File: src/aed_pkg.sv
`timescale 1ns / 1ps
`default_nettype none

package aed_pkg;

    // Field widths
    localparam int unsigned BUF_SIZE_W  = 14;
    localparam int unsigned IDLE_W      = 16;
    localparam int unsigned DEADLINE_W  = 20;
    localparam int unsigned CFG_DATA_W  = 20;
    localparam int unsigned CFG_INDEX_W = 2;
    localparam int unsigned LEN_W       = 13;
    localparam int unsigned BYTE_W      = 8;
    localparam int unsigned CODE_W      = 2;
    // Overflow compare width: body count plus two, or the buffer size
    localparam int unsigned CMP_W       = BUF_SIZE_W + 1;
    // Largest buffer size the 14-bit register can name
    localparam int unsigned BUF_SIZE_TOP = 16383;

    // Register indexes
    localparam logic [CFG_INDEX_W-1:0] REG_BUF_SIZE = 2'd0;
    localparam logic [CFG_INDEX_W-1:0] REG_IDLE     = 2'd1;
    localparam logic [CFG_INDEX_W-1:0] REG_DEADLINE = 2'd2;

    // Register reset values
    localparam logic [BUF_SIZE_W-1:0] BUF_SIZE_RST = 14'd8192;
    localparam logic [IDLE_W-1:0]     IDLE_RST     = 16'd3000;
    localparam logic [DEADLINE_W-1:0] DEADLINE_RST = 20'd5000;

    // Request codes
    localparam logic [CODE_W-1:0] REQ_START = 2'd0;
    localparam logic [CODE_W-1:0] REQ_BYTE  = 2'd1;
    localparam logic [CODE_W-1:0] REQ_TICK  = 2'd2;
    localparam logic [CODE_W-1:0] REQ_ABORT = 2'd3;

    // Result kinds
    localparam logic [CODE_W-1:0] KIND_BYTE = 2'd0;
    localparam logic [CODE_W-1:0] KIND_DONE = 2'd1;
    localparam logic [CODE_W-1:0] KIND_FAIL = 2'd2;

    // Failure causes
    localparam logic [CODE_W-1:0] CAUSE_IDLE     = 2'd0;
    localparam logic [CODE_W-1:0] CAUSE_DEADLINE = 2'd1;
    localparam logic [CODE_W-1:0] CAUSE_OVERFLOW = 2'd2;
    localparam logic [CODE_W-1:0] CAUSE_ABORT    = 2'd3;

    // Framing characters
    localparam logic [BYTE_W-1:0] CH_ESC   = 8'h1B;
    localparam logic [BYTE_W-1:0] CH_INTRO = 8'h5F;
    localparam logic [BYTE_W-1:0] CH_TERM  = 8'h5C;

    typedef struct packed {
        logic [BUF_SIZE_W-1:0] buf_size;
        logic [IDLE_W-1:0]     idle_limit;
        logic [DEADLINE_W-1:0] deadline_limit;
    } aed_cfg_t;

    // One queued command; pair means ESC goes out ahead of data_byte
    typedef struct packed {
        logic [CODE_W-1:0] kind;
        logic [BYTE_W-1:0] data_byte;
        logic [LEN_W-1:0]  body_length;
        logic [CODE_W-1:0] fail_cause;
        logic              pair;
    } aed_cmd_t;

endpackage

`default_nettype wire

File: src/aed_front.sv
`timescale 1ns / 1ps
`default_nettype none

module aed_front
    import aed_pkg::*;
#(
    parameter int unsigned BUF_MAX = 8192
)
(
    input  wire logic              clk,
    input  wire logic              rst_n,
    input  wire logic              accept,
    input  wire logic [CODE_W-1:0] req_type,
    input  wire logic [BYTE_W-1:0] rx_byte,
    input  wire aed_cfg_t          cfg,
    output logic                   push,
    output aed_cmd_t               cmd
);

    localparam int unsigned SIZE_CAP = (BUF_MAX > BUF_SIZE_TOP) ? BUF_SIZE_TOP : BUF_MAX;
    localparam int unsigned CNT_W    = $clog2(SIZE_CAP);

    // Frame scan phases
    localparam logic [1:0] PH_SCAN  = 2'd0;
    localparam logic [1:0] PH_INTRO = 2'd1;
    localparam logic [1:0] PH_BODY  = 2'd2;
    localparam logic [1:0] PH_ESC   = 2'd3;

    logic                  active_reg, active_next;
    logic [1:0]            phase_reg, phase_next;
    logic [CNT_W-1:0]      body_count_reg, body_count_next;
    logic [IDLE_W-1:0]     idle_ticks_reg, idle_ticks_next;
    logic [DEADLINE_W-1:0] elapsed_ticks_reg, elapsed_ticks_next;

    logic [BUF_SIZE_W-1:0] eff_size;
    logic [CMP_W-1:0]      size_ext;
    logic [CMP_W-1:0]      count_plus1;
    logic [CMP_W-1:0]      count_plus2;

    // Buffer size clamped to the build limit
    assign eff_size    = (cfg.buf_size > BUF_SIZE_W'(SIZE_CAP)) ?
                         BUF_SIZE_W'(SIZE_CAP) : cfg.buf_size;
    assign size_ext    = CMP_W'(eff_size);
    assign count_plus1 = CMP_W'(body_count_reg) + CMP_W'(1);
    assign count_plus2 = CMP_W'(body_count_reg) + CMP_W'(2);

    // Classify the item, update the receive state, emit a command
    always_comb
    begin
        active_next        = active_reg;
        phase_next         = phase_reg;
        body_count_next    = body_count_reg;
        idle_ticks_next    = idle_ticks_reg;
        elapsed_ticks_next = elapsed_ticks_reg;
        push               = 1'b0;
        cmd                = '0;
        if (accept)
        begin
            unique case (req_type)
                REQ_START:
                begin
                    active_next        = 1'b1;
                    phase_next         = PH_SCAN;
                    body_count_next    = '0;
                    idle_ticks_next    = '0;
                    elapsed_ticks_next = '0;
                end
                REQ_ABORT:
                begin
                    if (active_reg)
                    begin
                        active_next    = 1'b0;
                        push           = 1'b1;
                        cmd.kind       = KIND_FAIL;
                        cmd.fail_cause = CAUSE_ABORT;
                    end
                end
                REQ_TICK:
                begin
                    if (active_reg)
                    begin
                        // deadline wins over idle gap
                        if (elapsed_ticks_reg >= cfg.deadline_limit)
                        begin
                            active_next    = 1'b0;
                            push           = 1'b1;
                            cmd.kind       = KIND_FAIL;
                            cmd.fail_cause = CAUSE_DEADLINE;
                        end
                        else if (idle_ticks_reg >= cfg.idle_limit)
                        begin
                            active_next    = 1'b0;
                            push           = 1'b1;
                            cmd.kind       = KIND_FAIL;
                            cmd.fail_cause = CAUSE_IDLE;
                        end
                        else
                        begin
                            elapsed_ticks_next = elapsed_ticks_reg + DEADLINE_W'(1);
                            idle_ticks_next    = idle_ticks_reg + IDLE_W'(1);
                        end
                    end
                end
                REQ_BYTE:
                begin
                    if (active_reg)
                    begin
                        idle_ticks_next = '0;
                        unique case (phase_reg)
                            PH_SCAN:
                            begin
                                if (rx_byte == CH_ESC)
                                    phase_next = PH_INTRO;
                            end
                            PH_INTRO:
                            begin
                                phase_next = (rx_byte == CH_INTRO) ? PH_BODY : PH_SCAN;
                            end
                            PH_BODY:
                            begin
                                if (rx_byte == CH_ESC)
                                    phase_next = PH_ESC;
                                else if (count_plus1 >= size_ext)
                                begin
                                    active_next    = 1'b0;
                                    push           = 1'b1;
                                    cmd.kind       = KIND_FAIL;
                                    cmd.fail_cause = CAUSE_OVERFLOW;
                                end
                                else
                                begin
                                    body_count_next = body_count_reg + CNT_W'(1);
                                    push            = 1'b1;
                                    cmd.kind        = KIND_BYTE;
                                    cmd.data_byte   = rx_byte;
                                end
                            end
                            PH_ESC:
                            begin
                                if (rx_byte == CH_TERM)
                                begin
                                    active_next     = 1'b0;
                                    push            = 1'b1;
                                    cmd.kind        = KIND_DONE;
                                    cmd.body_length = LEN_W'(body_count_reg);
                                end
                                else if (count_plus2 >= size_ext)
                                begin
                                    active_next    = 1'b0;
                                    push           = 1'b1;
                                    cmd.kind       = KIND_FAIL;
                                    cmd.fail_cause = CAUSE_OVERFLOW;
                                end
                                else
                                begin
                                    // stray ESC kept: ESC and this byte go out
                                    body_count_next = body_count_reg + CNT_W'(2);
                                    phase_next      = PH_BODY;
                                    push            = 1'b1;
                                    cmd.kind        = KIND_BYTE;
                                    cmd.data_byte   = rx_byte;
                                    cmd.pair        = 1'b1;
                                end
                            end
                            default:
                            begin
                                phase_next = PH_SCAN;
                            end
                        endcase
                    end
                end
                default:
                begin
                    active_next = active_reg;
                end
            endcase
        end
    end

    // Receive state
    always_ff @(posedge clk or negedge rst_n)
    begin
        if (!rst_n)
        begin
            active_reg        <= 1'b0;
            phase_reg         <= PH_SCAN;
            body_count_reg    <= '0;
            idle_ticks_reg    <= '0;
            elapsed_ticks_reg <= '0;
        end
        else
        begin
            active_reg        <= active_next;
            phase_reg         <= phase_next;
            body_count_reg    <= body_count_next;
            idle_ticks_reg    <= idle_ticks_next;
            elapsed_ticks_reg <= elapsed_ticks_next;
        end
    end

endmodule

`default_nettype wire

File: src/aed_cmd_fifo.sv
`timescale 1ns / 1ps
`default_nettype none

module aed_cmd_fifo
    import aed_pkg::*;
#(
    parameter int unsigned DEPTH = 4
)
(
    input  wire logic     clk,
    input  wire logic     rst_n,
    input  wire logic     push,
    input  wire aed_cmd_t push_cmd,
    input  wire logic     pop,
    output aed_cmd_t      head_cmd,
    output logic          full,
    output logic          empty
);

    localparam int unsigned PTR_W = (DEPTH > 1) ? $clog2(DEPTH) : 1;
    localparam int unsigned CNT_W = $clog2(DEPTH + 1);

    aed_cmd_t          slot_reg [DEPTH];
    logic [PTR_W-1:0]  wr_ptr_reg, wr_ptr_next;
    logic [PTR_W-1:0]  rd_ptr_reg, rd_ptr_next;
    logic [CNT_W-1:0]  count_reg, count_next;
    logic              do_push;
    logic              do_pop;

    assign full     = (count_reg == CNT_W'(DEPTH));
    assign empty    = (count_reg == '0);
    assign head_cmd = slot_reg[rd_ptr_reg];
    assign do_push  = push && !full;
    assign do_pop   = pop && !empty;

    // Pointer and fill count update
    always_comb
    begin
        wr_ptr_next = wr_ptr_reg;
        rd_ptr_next = rd_ptr_reg;
        count_next  = count_reg;
        if (do_push)
            wr_ptr_next = (wr_ptr_reg == PTR_W'(DEPTH - 1)) ? '0 : wr_ptr_reg + PTR_W'(1);
        if (do_pop)
            rd_ptr_next = (rd_ptr_reg == PTR_W'(DEPTH - 1)) ? '0 : rd_ptr_reg + PTR_W'(1);
        if (do_push && !do_pop)
            count_next = count_reg + CNT_W'(1);
        else if (do_pop && !do_push)
            count_next = count_reg - CNT_W'(1);
    end

    always_ff @(posedge clk or negedge rst_n)
    begin
        if (!rst_n)
        begin
            wr_ptr_reg <= '0;
            rd_ptr_reg <= '0;
            count_reg  <= '0;
        end
        else
        begin
            wr_ptr_reg <= wr_ptr_next;
            rd_ptr_reg <= rd_ptr_next;
            count_reg  <= count_next;
        end
    end

    // Storage slots, no reset
    always_ff @(posedge clk)
    begin
        if (do_push)
            slot_reg[wr_ptr_reg] <= push_cmd;
    end

endmodule

`default_nettype wire

File: src/aed_back.sv
`timescale 1ns / 1ps
`default_nettype none

module aed_back
    import aed_pkg::*;
(
    input  wire logic        clk,
    input  wire logic        rst_n,
    input  wire aed_cmd_t    head_cmd,
    input  wire logic        empty,
    output logic             pop,
    output logic             m_tvalid,
    input  wire logic        m_tready,
    output logic [23:0]      m_tdata,
    output logic [CODE_W-1:0] m_tuser,
    output logic             m_tlast
);

    logic                out_valid_reg, out_valid_next;
    logic [CODE_W-1:0]   out_kind_reg, out_kind_next;
    logic [BYTE_W-1:0]   out_byte_reg, out_byte_next;
    logic [LEN_W-1:0]    out_len_reg, out_len_next;
    logic [CODE_W-1:0]   out_cause_reg, out_cause_next;
    logic                out_last_reg, out_last_next;
    logic                pend_reg, pend_next;
    logic [BYTE_W-1:0]   pend_byte_reg, pend_byte_next;
    logic                load;

    // Output register may be refilled when empty or being taken
    assign load = !out_valid_reg || m_tready;

    always_comb
    begin
        out_valid_next = out_valid_reg;
        out_kind_next  = out_kind_reg;
        out_byte_next  = out_byte_reg;
        out_len_next   = out_len_reg;
        out_cause_next = out_cause_reg;
        out_last_next  = out_last_reg;
        pend_next      = pend_reg;
        pend_byte_next = pend_byte_reg;
        pop            = 1'b0;
        if (load)
        begin
            priority if (pend_reg)
            begin
                // second half of an ESC pair
                out_valid_next = 1'b1;
                out_kind_next  = KIND_BYTE;
                out_byte_next  = pend_byte_reg;
                out_len_next   = '0;
                out_cause_next = '0;
                out_last_next  = 1'b1;
                pend_next      = 1'b0;
            end
            else if (!empty)
            begin
                pop            = 1'b1;
                out_valid_next = 1'b1;
                out_kind_next  = head_cmd.kind;
                out_len_next   = head_cmd.body_length;
                out_cause_next = head_cmd.fail_cause;
                if (head_cmd.pair)
                begin
                    out_byte_next  = CH_ESC;
                    out_last_next  = 1'b0;
                    pend_next      = 1'b1;
                    pend_byte_next = head_cmd.data_byte;
                end
                else
                begin
                    out_byte_next = head_cmd.data_byte;
                    out_last_next = 1'b1;
                end
            end
            else
            begin
                out_valid_next = 1'b0;
            end
        end
    end

    always_ff @(posedge clk or negedge rst_n)
    begin
        if (!rst_n)
        begin
            out_valid_reg <= 1'b0;
            pend_reg      <= 1'b0;
        end
        else
        begin
            out_valid_reg <= out_valid_next;
            pend_reg      <= pend_next;
        end
    end

    // Payload, no reset
    always_ff @(posedge clk)
    begin
        out_kind_reg  <= out_kind_next;
        out_byte_reg  <= out_byte_next;
        out_len_reg   <= out_len_next;
        out_cause_reg <= out_cause_next;
        out_last_reg  <= out_last_next;
        pend_byte_reg <= pend_byte_next;
    end

    assign m_tvalid = out_valid_reg;
    assign m_tdata  = {1'b0, out_cause_reg, out_len_reg, out_byte_reg};
    assign m_tuser  = out_kind_reg;
    assign m_tlast  = out_last_reg;

endmodule

`default_nettype wire

File: src/apc_escape_deframer_unit.sv
// Channel   Signals                                Moves
// s_        s_tvalid s_tready s_tdata s_tuser      one request per transfer
// m_        m_tvalid m_tready m_tdata m_tuser m_tlast  one result per transfer
// cfg_      cfg_we cfg_index cfg_wdata             register write, no wait
//
// One request is taken every cycle while the command queue has room.
// Results leave one per cycle while m_tready is high; an ESC pair takes
// two output transfers. The queue (QUEUE_DEPTH commands) and the output
// register let input and output stall independently.
// rst_n clears the receive state, queue and output; registers reload defaults.
`timescale 1ns / 1ps
`default_nettype none

module apc_escape_deframer_unit
    import aed_pkg::*;
#(
    parameter int unsigned BUF_MAX     = 8192,
    parameter int unsigned QUEUE_DEPTH = 4
)
(
    input  wire logic                   clk,
    input  wire logic                   rst_n,
    input  wire logic                   s_tvalid,
    output logic                        s_tready,
    input  wire logic [7:0]             s_tdata,   // [7:0] rx_byte
    input  wire logic [CODE_W-1:0]      s_tuser,   // [1:0] req_type
    output logic                        m_tvalid,
    input  wire logic                   m_tready,
    output logic [23:0]                 m_tdata,   // [7:0] data_byte, [20:8] body_length,
                                                   // [22:21] fail_cause
    output logic [CODE_W-1:0]           m_tuser,   // [1:0] kind
    output logic                        m_tlast,
    input  wire logic                   cfg_we,
    input  wire logic [CFG_INDEX_W-1:0] cfg_index,
    input  wire logic [CFG_DATA_W-1:0]  cfg_wdata
);

    aed_cfg_t cfg_reg;
    aed_cmd_t push_cmd;
    aed_cmd_t head_cmd;
    logic     accept;
    logic     push;
    logic     pop;
    logic     full;
    logic     empty;

    // Configuration registers
    always_ff @(posedge clk or negedge rst_n)
    begin
        if (!rst_n)
        begin
            cfg_reg.buf_size       <= BUF_SIZE_RST;
            cfg_reg.idle_limit     <= IDLE_RST;
            cfg_reg.deadline_limit <= DEADLINE_RST;
        end
        else if (cfg_we)
        begin
            unique case (cfg_index)
                REG_BUF_SIZE: cfg_reg.buf_size       <= cfg_wdata[BUF_SIZE_W-1:0];
                REG_IDLE:     cfg_reg.idle_limit     <= cfg_wdata[IDLE_W-1:0];
                REG_DEADLINE: cfg_reg.deadline_limit <= cfg_wdata[DEADLINE_W-1:0];
                default:      cfg_reg                <= cfg_reg;
            endcase
        end
    end

    assign s_tready = !full;
    assign accept   = s_tvalid && s_tready;

    aed_front #(
        .BUF_MAX (BUF_MAX)
    ) u_front (
        .clk      (clk),
        .rst_n    (rst_n),
        .accept   (accept),
        .req_type (s_tuser),
        .rx_byte  (s_tdata),
        .cfg      (cfg_reg),
        .push     (push),
        .cmd      (push_cmd)
    );

    aed_cmd_fifo #(
        .DEPTH (QUEUE_DEPTH)
    ) u_fifo (
        .clk      (clk),
        .rst_n    (rst_n),
        .push     (push),
        .push_cmd (push_cmd),
        .pop      (pop),
        .head_cmd (head_cmd),
        .full     (full),
        .empty    (empty)
    );

    aed_back u_back (
        .clk      (clk),
        .rst_n    (rst_n),
        .head_cmd (head_cmd),
        .empty    (empty),
        .pop      (pop),
        .m_tvalid (m_tvalid),
        .m_tready (m_tready),
        .m_tdata  (m_tdata),
        .m_tuser  (m_tuser),
        .m_tlast  (m_tlast)
    );

endmodule

`default_nettype wire

File: config.mk
export PLATFORM = sky130hd
export DESIGN_NAME = apc_escape_deframer_unit
export DESIGN_NICKNAME = d
export VERILOG_FILES = /design/src/aed_pkg.sv /design/src/aed_front.sv /design/src/aed_cmd_fifo.sv /design/src/aed_back.sv /design/src/apc_escape_deframer_unit.sv
export SDC_FILE = /design/constraint.sdc
export NUM_CORES = 1
export LEC_CHECK = 0
export BUFFER_PORTS_ARGS = -buffer_cell sky130_fd_sc_hd__buf_2
export CAP_MARGIN = 20
export CORE_UTILIZATION = 45
export CTS_CLUSTER_SIZE = 24
export DETAILED_ROUTE_END_ITERATION = 7
export HOLD_SLACK_MARGIN = 0.03
export MAX_ROUTING_LAYER = met4
export PLACE_DENSITY_LB_ADDON = 0.1
export SYNTH_ARGS = -nofsm -noshare
export SYNTH_HDL_FRONTEND = slang
export SYNTH_SLANG_ARGS = --single-unit
File: constraint.sdc
create_clock -name clk -period 3.5 [get_ports clk]
set_input_delay 0.175 -clock clk [delete_from_list [all_inputs] [get_ports clk]]
set_output_delay 0.175 -clock clk [all_outputs]
set_load 0.02 [all_outputs]
==> flow_metrics.tcl <==
set metrics [dict create \
    status "finished, final reports clean" \
    min_to "cfg_reg[41]" \
    r2r-end "u_front.body_count_reg[9]" \
    die_w_um 169 \
    rows 60 \
    r2r_cells 14 \
    cts_tree "done" \
    drc 0 \
    initial_core_util_pct 46.3 \
    path_buf_inv 2 \
    r2r_start "u_front.body_count_reg[5]" \
    clockRootBuffer "clkbuf_16" \
    place_inst 1477 \
    cts.reportedPaths.clkPinSlew_ps 70 \
    synth-seq-cells 249 \
    grt_pass1_wl_um 47100 \
    criticalPathCategory "flip-flop to flip-flop" \
    cpPeakStageDelay_ps 430 \
    clock_sinks 249 \
    postLayoutCoreUtil_pct 56.0 \
    ys_seq_area_share_pct 55.0 \
    netlist_area_um2 12600 \
    worstPathRequired_ps 3980 \
    fin_area_um2 15300 \
    cp-start-kind "flip-flop" \
    num_io_pins 66 \
    grt_overflow 0 \
    cts_inserted_buffers 27 \
    syn_nets 1144 \
    yosys_warnings 0 \
    die_h_um 169 \
    io_buffers 64 \
    die-area_um2 28700 \
    clk_latency_ps 550 \
    htree_levels 1 \
    p_per_area_nw_per_um2 611 \
    grt_max_degree 112 \
    holdPathStages 3 \
    maxSlewViolCount 0 \
    finalHoldViolCount 0 \
    crit_start "u_front.body_count_reg[5]" \
    min_path_type "input pin to flip-flop" \
    place.gp.congestion 0.886 \
    finalSetupViolCount 0 \
    first_iter_violations 597 \
    clock_path_buffers 3 \
    synth_top_cell_area_share_pct 32.9 \
    dp_hpwl_um 20100 \
    skew_ps 8.79 \
    ant_nets 0 \
    arrival_ps 3910 \
    core-area_um2 27300 \
    syn_inst 1029 \
    async_flop_share_pct 44.6 \
    wirelength_um 29000 \
    path_cells "nand4_1, buf_4, nor2_4, xnor2_2, ha_1, a211o_1, a221o_1, a211oi_2, nand2_1, or3_4, o22ai_2, buf_12, nand3_1, o21ai_2" \
    synth.area.top_cells "edfxtp_1, dfrtp_1, ha_1, mux2_2, mux4_2" \
    final_cell_count_no_fill 1571 \
    synth_cell_type_count 69 \
    finalCriticalPeriod_ps 3430 \
    first_global_vias 8661 \
    dr.pass1.iters 5 \
    holdWs_ps 33.8 \
    yosys.area.top_type "edfxtp_1" \
    antenna_found_initial 2 \
    grt_use_total_pct 21.7 \
    peakVddDrop_v 0.000361 \
    cp_top_family "compound AO/OA/AOI/OAI gates" \
    end_kind "flip-flop" \
    num-nets-final 1291 \
    r2r_slack_ps 70 \
    hp-start "cfg_index[1]" \
    synthToLayoutAreaGrowth_pct 21.0 \
    vias_per_cell 5.42 \
    ys.flop_type "edfxtp_1" \
    placed_area_um2 13700 \
    synth_edf_count 138 \
    slowest_stage "dfrtp_1" \
    drv_cap 0 \
    worst_pin_slew_ps 998 \
    slew_headroom_pct 33.2 \
    num_vias 8512 \
    finalCritPeriodShare_pct 98.0 \
    fin_setup_tns_ps 0 \
    crit_fanout 14 \
    rsz0062_at_grt "yes" \
    p_leak_nw 6.17 \
    syn_area_per_cell_um2 12.3 \
    wl_per_cell_um 18.4 \
    largest_register_ffs 104 \
    drive_gt1_share_pct 28.3 \
    fmax_mhz 292 \
]
==> how the worst max path moves through the flow <==
| stage | depth (start not counted) | end | slack (ps) |
|---|---|---|---|
| 2_1_floorplan | 14 | u_fifo.slot_reg[0][16] | 6 |
| 3_3_place_gp | 14 | u_fifo.count_reg[1] | -50 |
| 3_5_place_dp | 15 | u_fifo.slot_reg[0][25] | -70 |
| 4_1_cts | 14 | u_front.body_count_reg[5] | 7 |
| 5_1_grt | 14 | u_fifo.slot_reg[1][25] | -150 |
| 6_report | 14 | u_front.body_count_reg[9] | 70 |
==> layout make-up <==
| type | count | area (µm²) |
|---|---|---|
| Sequential cell | 249 | 6940 |
| Antenna cell | 2 | 5.00 |
| Timing Repair Buffer | 166 | 1250 |
| Clock inverter | 16 | 158 |
| Multi-Input combinational cell | 674 | 5500 |
| Tap cell | 372 | 465 |
| Inverter | 58 | 218 |
| Clock buffer | 34 | 732 |
| Fill cell | 2260 | 12000 |
==> metrics by stage <==
stage | setup slack [ps] | total power, mW
floorplan | 5.90 | 5.69
global placement | -52.5 | 6.43
detailed placement | -74.0 | 6.47
CTS | 6.78 | 9.37
global route | -145 | 9.88
finish | 70.9 | 9.33
==> cell usage in the layout, fill, tap and decap left out, types with 32 or more instances in the layout <==
master	netlist	routed
mux2_2	56	56
edfxtp_1	138	138
nand2_1	80	78
dfrtp_1	98	96
buf_4	2	63
nand3_1	39	37
inv_1	58	58
dlygate4sd3_1	0	32
buf_2	8	63
o21ai_0	34	33
ha_1	77	75
nor2_1	50	45
==> layer usage <==
metal | up-vias | global-route usage, % | wire (µm)
li1 | 4086 | - | -
met1 | 4188 | 27.9 | 13000
met2 | 190 | 36.2 | 14200
met3 | 48 | 2.61 | 1070
met4 | 0 | 6.07 | 726
met5 | - | - | 0
==> cells in the mapped netlist (3+ instances only) <==
master,n
mux4_2,26
or3_1,7
xor2_1,17
or4_1,11
mux2_2,56
nand2_1,80
ha_1,77
nand4_1,17
o2111ai_1,8
nand3b_1,3
o21ai_0,34
o31ai_1,9
or2_2,6
o21a_1,7
nor2b_1,26
xnor2_1,17
and3_1,11
clkbuf_1,36
o211ai_1,9
nand3_1,39
nor2_1,50
and2_1,21
a211o_1,3
a211oi_1,6
edfxtp_1,138
buf_2,8
and4_1,4
dfrtp_1,98
inv_1,58
mux2i_1,5
a21oi_1,31
nor4_1,5
dfstp_2,13
nand2b_1,10
nor3_1,22
a22o_1,5
a31oi_1,7
a21o_1,12
==> worst register-to-register path, delay by kind of cell (launching register included) <==
family | cells | cell delay, ps
compound gates | 5 | 1180
simple gates | 5 | 940
flops | 1 | 430
buf+inv | 2 | 400
fa+ha+maj | 1 | 280
xor+xnor | 1 | 130
==> timing repair <==
action | 4_1_cts | 5_1_grt
endpoints found under the setup margin | 41 | 59
pin swaps | 1 | 14
hold buffers | 31 | 1
buffers inserted | 2 | 7
resized for setup | 6 | 47
endpoints found under the hold margin | 179 | 4
gates cloned | 0 | 0
==> cell families after synthesis <==
kind of cell             share of synthesized area [%]
adder cells (fa/ha/maj)                           7.80
AND/OR/NAND/NOR                                   13.1
AO/OA/AOI/OAI                                     8.18
flip-flops                                        55.0
other                                           0.0297
buffers and inverters                             3.35
multiplexers                                      10.1
XOR/XNOR                                          2.36
==> power by group <==
part           internal (mW)  switching [mW]  total (mW)
Combinational           1.14            1.37        2.51
Clock                   1.64            1.20        2.84
Sequential              3.67           0.314        3.98
Note: power is estimated with default switching activity, not from simulation.
